**config.mk**
```make
export PLATFORM = sky130hd
export DESIGN_NAME = tga_rle_pixel_decoder
export DESIGN_NICKNAME = d
export VERILOG_FILES = /design/src/tgarle_pkg.sv /design/src/tgarle_span.sv /design/src/tga_rle_pixel_decoder.sv
export SDC_FILE = /design/constraint.sdc
export NUM_CORES = 1
export LEC_CHECK = 0
export BUFFER_PORTS_ARGS = -buffer_cell sky130_fd_sc_hd__clkbuf_2
export CAP_MARGIN = 20
export CORE_MARGIN = 3
export CORE_UTILIZATION = 55
export CTS_CLUSTER_DIAMETER = 60
export DETAILED_ROUTE_END_ITERATION = 6
export GPL_TIMING_DRIVEN = 0
export HOLD_SLACK_MARGIN = 0.08
export PLACE_DENSITY_LB_ADDON = 0.12
export SLEW_MARGIN = 15
export SYNTH_ARGS = -nofsm -noshare
export SYNTH_HDL_FRONTEND = slang
export SYNTH_SLANG_ARGS = --single-unit
```
**constraint.sdc**
```tcl
create_clock -name clk -period 9.4 [get_ports clk]
set_clock_uncertainty 0.1 [all_clocks]
set_input_delay 0.94 -clock clk [delete_from_list [all_inputs] [get_ports clk]]
set_output_delay 0.94 -clock clk [all_outputs]
set_load 0.05 [all_outputs]
```
**src/tgarle_pkg.sv**
```systemverilog
package tgarle_pkg;

  localparam int MAX_DIM_LOG2 = 11;
  localparam int MIN_WIDTH_LOG2 = 2;
  localparam int DIM_W  = MAX_DIM_LOG2;
  localparam int PIX_W  = 2 * MAX_DIM_LOG2 + 1;
  localparam int ADDR_W = 2 * MAX_DIM_LOG2;

  typedef logic [DIM_W-1:0]  dim_t;
  typedef logic [DIM_W:0]    room_t;
  typedef logic [PIX_W-1:0]  pix_t;
  typedef logic [ADDR_W-1:0] addr_t;
  typedef logic [7:0]        count_t;
  typedef logic [3:0]        log2_t;

  typedef enum logic [1:0] {
    REG_RLE_ENABLE      = 2'd0,
    REG_BYTES_PER_PIXEL = 2'd1,
    REG_WIDTH_LOG2      = 2'd2,
    REG_HEIGHT_LOG2     = 2'd3
  } reg_index_t;

  typedef enum logic {
    ST_IDLE,
    ST_EMIT
  } state_t;

  typedef struct packed {
    logic [7:0] alpha;
    logic [7:0] blue;
    logic [7:0] green;
    logic [7:0] red;
  } colour_t;

  // One span step: the next piece of a run, clipped to the current row.
  typedef struct packed {
    logic   live;
    logic   last;
    logic   done;
    addr_t  address;
    count_t count;
    pix_t   pixel_next;
    count_t left_next;
  } span_t;

  localparam logic [7:0] CH_FULL  = 8'hff;
  localparam logic [7:0] CH_EMPTY = 8'h00;

endpackage

```
**src/tgarle_span.sv**
```systemverilog
module tgarle_span (
  input  tgarle_pkg::pix_t   pixel_index,
  input  tgarle_pkg::count_t left,
  input  tgarle_pkg::log2_t  wl,
  input  tgarle_pkg::log2_t  hl,
  output tgarle_pkg::span_t  span
);

  tgarle_pkg::dim_t   wmask;
  tgarle_pkg::dim_t   hmask;
  tgarle_pkg::dim_t   col;
  tgarle_pkg::dim_t   row;
  tgarle_pkg::dim_t   flipped;
  tgarle_pkg::pix_t   shifted;
  tgarle_pkg::room_t  room;
  tgarle_pkg::pix_t   total;
  logic [4:0]         area_log2;

  assign area_log2 = {1'b0, wl} + {1'b0, hl};
  assign total     = tgarle_pkg::pix_t'(1) << area_log2;
  assign wmask     = (tgarle_pkg::dim_t'(1) << wl) - tgarle_pkg::dim_t'(1);
  assign hmask     = (tgarle_pkg::dim_t'(1) << hl) - tgarle_pkg::dim_t'(1);
  assign shifted   = pixel_index >> wl;
  assign col       = pixel_index[tgarle_pkg::DIM_W-1:0] & wmask;
  assign row       = shifted[tgarle_pkg::DIM_W-1:0] & hmask;
  assign flipped   = hmask & ~row;
  // room left in this row, up to a full row
  assign room      = (tgarle_pkg::room_t'(1) << wl) - tgarle_pkg::room_t'(col);

  always_comb begin
    span.live    = (left != '0) && (pixel_index < total);
    span.address = (tgarle_pkg::addr_t'(flipped) << wl) | tgarle_pkg::addr_t'(col);
    span.count   = (tgarle_pkg::room_t'(left) < room) ? left : room[7:0];
    span.pixel_next = pixel_index + tgarle_pkg::pix_t'(span.count);
    span.left_next  = left - span.count;
    span.done    = span.pixel_next >= total;
    span.last    = (span.left_next == '0) || span.done;
  end

endmodule

```
**src/tga_rle_pixel_decoder.sv**
```systemverilog
// TGA pixel-data decoder: bytes in, RGBA spans out at bottom-up addresses.
// A byte that completes a pixel moves the decoder to its emit state, from which
// its first span is loaded into the output register; further spans of a repeat
// run follow one per cycle while the output is not stalled. Bytes that finish no
// pixel leave the decoder idle; no new byte is taken while a pixel's spans are
// emitted or it is dropped past the image end. Repeat runs crossing rows give one span per row.
// Reset (rst, synchronous) restores register defaults and decoder state.
module tga_rle_pixel_decoder (
  input  logic        clk,
  input  logic        rst,
  // input items
  input  logic        s_tvalid,
  output logic        s_tready,
  input  logic [7:0]  s_tdata,   // [7:0] data_byte
  input  logic [0:0]  s_tuser,   // [0] frame_start
  // result items
  output logic        m_tvalid,
  input  logic        m_tready,
  output logic [63:0] m_tdata,   // [21:0] span_address, [29:22] span_count,
                                 // [37:30] red, [45:38] green, [53:46] blue,
                                 // [61:54] alpha, [63:62] zero
  output logic [0:0]  m_tuser,   // [0] image_done
  output logic        m_tlast,   // last_of_run
  // configuration writes
  input  logic        cfg_we,
  input  logic [1:0]  cfg_index,
  input  logic [3:0]  cfg_data
);

  // configuration registers, kept raw; clamping happens on use
  logic       rle_enable;
  logic [2:0] bytes_per_pixel;
  tgarle_pkg::log2_t width_log2;
  tgarle_pkg::log2_t height_log2;

  // decoder state
  tgarle_pkg::state_t state, state_next;
  logic               awaiting_header, awaiting_header_next;
  logic               packet_is_repeat, packet_is_repeat_next;
  tgarle_pkg::count_t packet_pixels_left, packet_pixels_left_next;
  logic [1:0]         byte_in_pixel, byte_in_pixel_next;
  logic [23:0]        partial_pixel, partial_pixel_next;
  tgarle_pkg::pix_t   pixel_index, pixel_index_next;
  logic               image_finished, image_finished_next;

  // run being emitted
  tgarle_pkg::count_t  run_left, run_left_next;
  tgarle_pkg::colour_t run_colour, run_colour_next;

  tgarle_pkg::log2_t  wl_eff;
  tgarle_pkg::log2_t  hl_eff;
  tgarle_pkg::span_t  span;

  logic               accept;
  logic               frame_clr;
  logic               cur_await;
  logic               cur_rep;
  tgarle_pkg::count_t cur_left;
  logic [1:0]         cur_bip;
  logic [23:0]        cur_part;
  logic [23:0]        part_new;
  logic               bpp4;
  logic               pix_done;
  logic               is_magenta;
  logic               out_load;

  assign accept    = s_tvalid && s_tready;
  assign s_tready  = (state == tgarle_pkg::ST_IDLE);
  assign frame_clr = s_tuser[0];
  assign bpp4      = bytes_per_pixel[2];

  always_comb begin
    wl_eff = width_log2;
    if (width_log2 < tgarle_pkg::log2_t'(tgarle_pkg::MIN_WIDTH_LOG2)) begin
      wl_eff = tgarle_pkg::log2_t'(tgarle_pkg::MIN_WIDTH_LOG2);
    end else if (width_log2 > tgarle_pkg::log2_t'(tgarle_pkg::MAX_DIM_LOG2)) begin
      wl_eff = tgarle_pkg::log2_t'(tgarle_pkg::MAX_DIM_LOG2);
    end
    hl_eff = height_log2;
    if (height_log2 > tgarle_pkg::log2_t'(tgarle_pkg::MAX_DIM_LOG2)) begin
      hl_eff = tgarle_pkg::log2_t'(tgarle_pkg::MAX_DIM_LOG2);
    end
  end

  // state as seen by this byte, after an optional frame restart
  assign cur_await = frame_clr | awaiting_header;
  assign cur_rep   = frame_clr ? 1'b0 : packet_is_repeat;
  assign cur_left  = frame_clr ? '0 : packet_pixels_left;
  assign cur_bip   = frame_clr ? '0 : byte_in_pixel;
  assign cur_part  = frame_clr ? '0 : partial_pixel;

  // B, G, R lanes; the alpha byte of BGRA is not stored
  always_comb begin
    part_new = cur_part;
    case (cur_bip)
      2'd0:    part_new[7:0]   = s_tdata;
      2'd1:    part_new[15:8]  = s_tdata;
      2'd2:    part_new[23:16] = s_tdata;
      default: part_new = cur_part;
    endcase
  end

  assign pix_done   = bpp4 ? (cur_bip == 2'd3) : (cur_bip >= 2'd2);
  assign is_magenta = (part_new[23:16] == tgarle_pkg::CH_FULL) &&
                      (part_new[15:8] == tgarle_pkg::CH_EMPTY) &&
                      (part_new[7:0] == tgarle_pkg::CH_FULL);

  // shared span step: one row-clipped span per cycle while the output is not stalled
  tgarle_span u_span (
    .pixel_index (pixel_index),
    .left        (run_left),
    .wl          (wl_eff),
    .hl          (hl_eff),
    .span        (span)
  );

  always_comb begin
    state_next              = state;
    awaiting_header_next    = awaiting_header;
    packet_is_repeat_next   = packet_is_repeat;
    packet_pixels_left_next = packet_pixels_left;
    byte_in_pixel_next      = byte_in_pixel;
    partial_pixel_next      = partial_pixel;
    pixel_index_next        = pixel_index;
    image_finished_next     = image_finished;
    run_left_next           = run_left;
    run_colour_next         = run_colour;
    out_load                = 1'b0;

    case (state)
      tgarle_pkg::ST_IDLE: begin
        if (accept) begin
          awaiting_header_next    = cur_await;
          packet_is_repeat_next   = cur_rep;
          packet_pixels_left_next = cur_left;
          byte_in_pixel_next      = cur_bip;
          partial_pixel_next      = cur_part;
          if (frame_clr) begin
            pixel_index_next    = '0;
            image_finished_next = 1'b0;
          end
          if (rle_enable && (cur_await || cur_left == '0)) begin
            // packet header: raw of H+1 pixels, or repeat of H-127
            packet_is_repeat_next   = s_tdata[7];
            packet_pixels_left_next = s_tdata[7] ? (s_tdata - 8'd127) : (s_tdata + 8'd1);
            awaiting_header_next    = 1'b0;
            byte_in_pixel_next      = '0;
          end else begin
            partial_pixel_next = part_new;
            if (!pix_done) begin
              byte_in_pixel_next = cur_bip + 2'd1;
            end else begin
              byte_in_pixel_next = '0;
              run_colour_next.red   = part_new[23:16];
              run_colour_next.green = part_new[15:8];
              run_colour_next.blue  = part_new[7:0];
              run_colour_next.alpha = bpp4 ? s_tdata :
                                      (is_magenta ? tgarle_pkg::CH_EMPTY : tgarle_pkg::CH_FULL);
              if (!rle_enable) begin
                run_left_next = 8'd1;
              end else if (cur_rep) begin
                run_left_next           = cur_left;
                packet_pixels_left_next = '0;
                awaiting_header_next    = 1'b1;
              end else begin
                run_left_next           = 8'd1;
                packet_pixels_left_next = cur_left - 8'd1;
                awaiting_header_next    = (cur_left == 8'd1);
              end
              state_next = tgarle_pkg::ST_EMIT;
            end
          end
        end
      end

      tgarle_pkg::ST_EMIT: begin
        if (!span.live || image_finished) begin
          // pixel lands past the image end: dropped
          state_next = tgarle_pkg::ST_IDLE;
        end else if (!m_tvalid || m_tready) begin
          out_load         = 1'b1;
          pixel_index_next = span.pixel_next;
          run_left_next    = span.left_next;
          if (span.done) begin
            image_finished_next = 1'b1;
          end
          if (span.last) begin
            state_next = tgarle_pkg::ST_IDLE;
          end
        end
      end

      default: state_next = tgarle_pkg::ST_IDLE;
    endcase
  end

  always_ff @(posedge clk) begin
    if (rst) begin
      rle_enable      <= 1'b1;
      bytes_per_pixel <= 3'd4;
      width_log2      <= 4'd8;
      height_log2     <= 4'd8;
    end else if (cfg_we) begin
      case (cfg_index)
        tgarle_pkg::REG_RLE_ENABLE:      rle_enable      <= cfg_data[0];
        tgarle_pkg::REG_BYTES_PER_PIXEL: bytes_per_pixel <= cfg_data[2:0];
        tgarle_pkg::REG_WIDTH_LOG2:      width_log2      <= cfg_data;
        tgarle_pkg::REG_HEIGHT_LOG2:     height_log2     <= cfg_data;
        default: ;
      endcase
    end
  end

  always_ff @(posedge clk) begin
    if (rst) begin
      state              <= tgarle_pkg::ST_IDLE;
      awaiting_header    <= 1'b1;
      packet_is_repeat   <= 1'b0;
      packet_pixels_left <= '0;
      byte_in_pixel      <= '0;
      partial_pixel      <= '0;
      pixel_index        <= '0;
      image_finished     <= 1'b0;
      run_left           <= '0;
    end else begin
      state              <= state_next;
      awaiting_header    <= awaiting_header_next;
      packet_is_repeat   <= packet_is_repeat_next;
      packet_pixels_left <= packet_pixels_left_next;
      byte_in_pixel      <= byte_in_pixel_next;
      partial_pixel      <= partial_pixel_next;
      pixel_index        <= pixel_index_next;
      image_finished     <= image_finished_next;
      run_left           <= run_left_next;
    end
  end

  // colour of the run: payload only
  always_ff @(posedge clk) begin
    run_colour <= run_colour_next;
  end

  // output register: holds a span until taken
  always_ff @(posedge clk) begin
    if (rst) begin
      m_tvalid <= 1'b0;
    end else if (out_load) begin
      m_tvalid <= 1'b1;
    end else if (m_tready) begin
      m_tvalid <= 1'b0;
    end
  end

  always_ff @(posedge clk) begin
    if (out_load) begin
      m_tdata <= {2'b00, run_colour.alpha, run_colour.blue, run_colour.green,
                  run_colour.red, span.count, span.address};
      m_tuser <= span.done;
      m_tlast <= span.last;
    end
  end

endmodule

```
==> reports/results.ini <==
[status]
status = finished clean

[run]
maxCapViolCount = 0

[die]
row_count = 53
fp.dieW_microns = 153
initial_core_util_pct = 56.3
fp.coreArea_sq_mm = 0.0212
dieArea_sq_mm = 0.0235
die_h_microns = 153
ios = 88

[power]
p_leak_nw = 5.20
p_per_area_mw_per_mm2 = 141
p_comb_share_pct = 15.8
switching_share_pct = 31.2
intPower_w = 0.00130
p_clk_share_pct = 40.7
p_seq_share_pct = 43.5
peakVddDrop_v = 0.000130
p_sw_w = 0.000591

[routing]
antenna_left = 0
post_drt_wl_per_cell_microns = 20.0
via_per_inst = 6.24
drtPass1Iterations = 5
drc_errors = 0
dr.first_iter.drc_count = 1088
wirelength_mm = 34.4
num_vias = 10752

[global_route]
grtUsageMet3_pct = 3.74
grt_pass1_vias = 9904
grt_usage_pct = 28.6
grt_overflow_total = 0
grt.busiest_layer = met2
grt_start_max_net_pins = 35
antenna_found_initial = 0
use_met2_pct = 44.9
grt_pass1_wl_mm = 53.9
grt_use_met1_pct = 41.6

[timing]
slew_viol_final = 0
slew_headroom_pct = 35.5
period_needed_ns = 8.83
hold_viol_final = 0
max_freq_ghz = 0.113
finalCritPeriodShare_pct = 94.0
hold_ws_ns = 0.320
finalSetupViolations = 0
finalSetupTns_ns = 0
worst_slew_pin_slew_ns = 0.964

[layout]
fin_nets = 1547
area_growth_syn_to_layout_pct = 13.0
layout-drive-gt1-share_pct = 13.4
n_antenna_cell = 0

[clocking]
hold_buffers = 0
cts_max_level = 4
cts_tree = yes
clock_path_buffers = 2
cts_buffers = 17
cts_root_buf = clkbuf_16
clock_latency_ns = 0.44
clk_pin_slew_ns = 0.08
cts.sinks = 176

[placement]
dp_hpwl_mm = 25.5
globalplace.congestion = 0.951
io_buffers = 81

[worst_setup_path]
slowest_stage = a2111oi_4
max_stage_delay_ns = 0.44
cp-end-kind = register
path_common_cell = o21ai_0
cp-start-kind = register
cp_data_required_time_ns = 9.65
crit_arrival_ns = 9.09
path_class = reg -> reg
cp_max_fo = 10

[synth]
avgSynthCellArea_sq_um = 8.98
ys_ff_latch = 176
ys_warn_count = 0
syn_area_sq_mm = 0.0119
ys.flop_type = edfxtp_1
ys_seq_area_share_pct = 37.7
synth_cells = 1326
ys_types = 90
async_flop_share_pct = 0
synth_edf_count = 96

[min_path]
hp-class = reg -> reg

-- path summary, 6_finish.rpt --
check	start	end	depth (start not counted)	slack [ns]
setup / recovery	width_log2[3]$_SDFFE_PP1P_	state$_SDFF_PP0_	36	0.57
hold / removal	run_colour[22]$_DFFE_PP_	m_tdata[52]$_DFFE_PP_	0	0.32
setup reg to reg	width_log2[3]$_SDFFE_PP1P_	state$_SDFF_PP0_	36	0.57
hold reg to reg	run_colour[22]$_DFFE_PP_	m_tdata[52]$_DFFE_PP_	0	0.32
-- worst max-delay path: cells and delay by family (launching register included) --
kind / cells / cell delay, ns
XOR/XNOR: 1 / 0.19
flip-flops: 1 / 0.36
AND/OR/NAND/NOR: 9 / 1.24
AO/OA/AOI/OAI: 13 / 3.02
buffers and inverters: 8 / 2.15
adder cells (fa/ha/maj): 5 / 1.65
-- cell type report --
class | count | area (sq um)
plain buffers | 87 | 388
clock inverters | 15 | 210
multi-input cells | 1004 | 6870
repair buffers | 91 | 505
fillers | 1827 | 7700
inverters | 59 | 229
clock buffers | 17 | 425
flip-flops and latches | 176 | 4480
well taps | 275 | 344
-- state kept, by name, indices dropped and copies added (netlist names), 4 cells and up --
signal	count
run_left	8
pixel_index	23
packet_pixels_left	8
height_log2	4
width_log2	4
partial_pixel	24
m_tdata	62
run_colour	32
-- synth_stat cells (all sizes together), types with 11 or more instances --
library cell	n	share of area, %
nor2b	23	1.2
mux2	11	1.1
nand3	58	2.4
dfxtp	80	13
xnor2	29	2.1
nor3	27	1.2
nand2	132	4.2
xor2	13	0.96
mux2i	24	2.0
a31oi	11	0.58
clkbuf	61	1.9
a22oi	32	2.0
nand4	16	0.84
a21o	22	1.4
a21oi	74	3.2
o211ai	15	0.95
nor2	103	3.3
ha	88	9.2
buf	28	1.4
o21ai	98	4.1
nand2b	48	2.5
o21a	13	0.82
a211oi	16	1.1
inv	58	1.8
edfxtp	96	24
-- metrics by stage --
| step | instance area (sq um) | util, % | setup slack (ns) | instances | total power (W) |
|---|---|---|---|---|---|
| 5_1_grt | 13500 | 63.6 | -0.00364 | 1724 | 0.00196 |
| 3_3_place_gp | 12700 | 59.9 | -0.557 | 1684 | 0.00112 |
| 4_1_cts | 13300 | 63.1 | 0.0382 | 1716 | 0.00189 |
| 6_report | 13500 | 63.6 | 0.566 | 1724 | 0.00189 |
| 3_5_place_dp | 12700 | 60.1 | -0.618 | 1686 | 0.00113 |
| 2_1_floorplan | 11900 | - | 1.97 | 1328 | 0.00104 |
-- kinds of logic after synthesis --
group	share of synthesized area (%)
adders and majority gates	9.75
xor gates and xnor gates	3.28
other	0.0631
buffers and inverters	5.17
DFF	37.7
muxes	5.04
and+or+nand+nor	19.1
AOI/OAI and AO/OA	20.0
-- placed cells by master, fill, tap and decap left out, drive strengths merged, types with 32 or more instances in the layout --
cell | netlist | routed
nand2 | 132 | 132
buf | 28 | 38
dfxtp | 80 | 80
a21oi | 74 | 74
a22oi | 32 | 32
nand3 | 58 | 58
ha | 88 | 88
nand2b | 48 | 48
o21ai | 98 | 98
nor2 | 103 | 103
edfxtp | 96 | 96
clkbuf | 61 | 157
inv | 58 | 68
-- power by group through the flow --
stage / registers (W) / clock network [W] / logic [W]
after floorplan: 0.000838 / 0 / 0.000207
after global placement: 0.000841 / 0 / 0.000281
after detailed placement: 0.000841 / 0 / 0.000284
after CTS: 0.000823 / 0.000779 / 0.000286
after global routing: 0.000824 / 0.000807 / 0.000326
final: 0.000823 / 0.000770 / 0.000298
-- per-layer routing --
layer	part of all wire [%]	vias up
li1	-	5089
met1	46	5162
met2	45	439
met3	7.2	62
met4	2.2	0
met5	0	-
-- what timing repair did --
action                                  CTS  global route
buffers inserted                          0             8
pin swaps                                 0             2
endpoints found under the setup margin    4             4
resized for setup                         3            10
No activity file was read; power rests on OpenSTA's default activity.
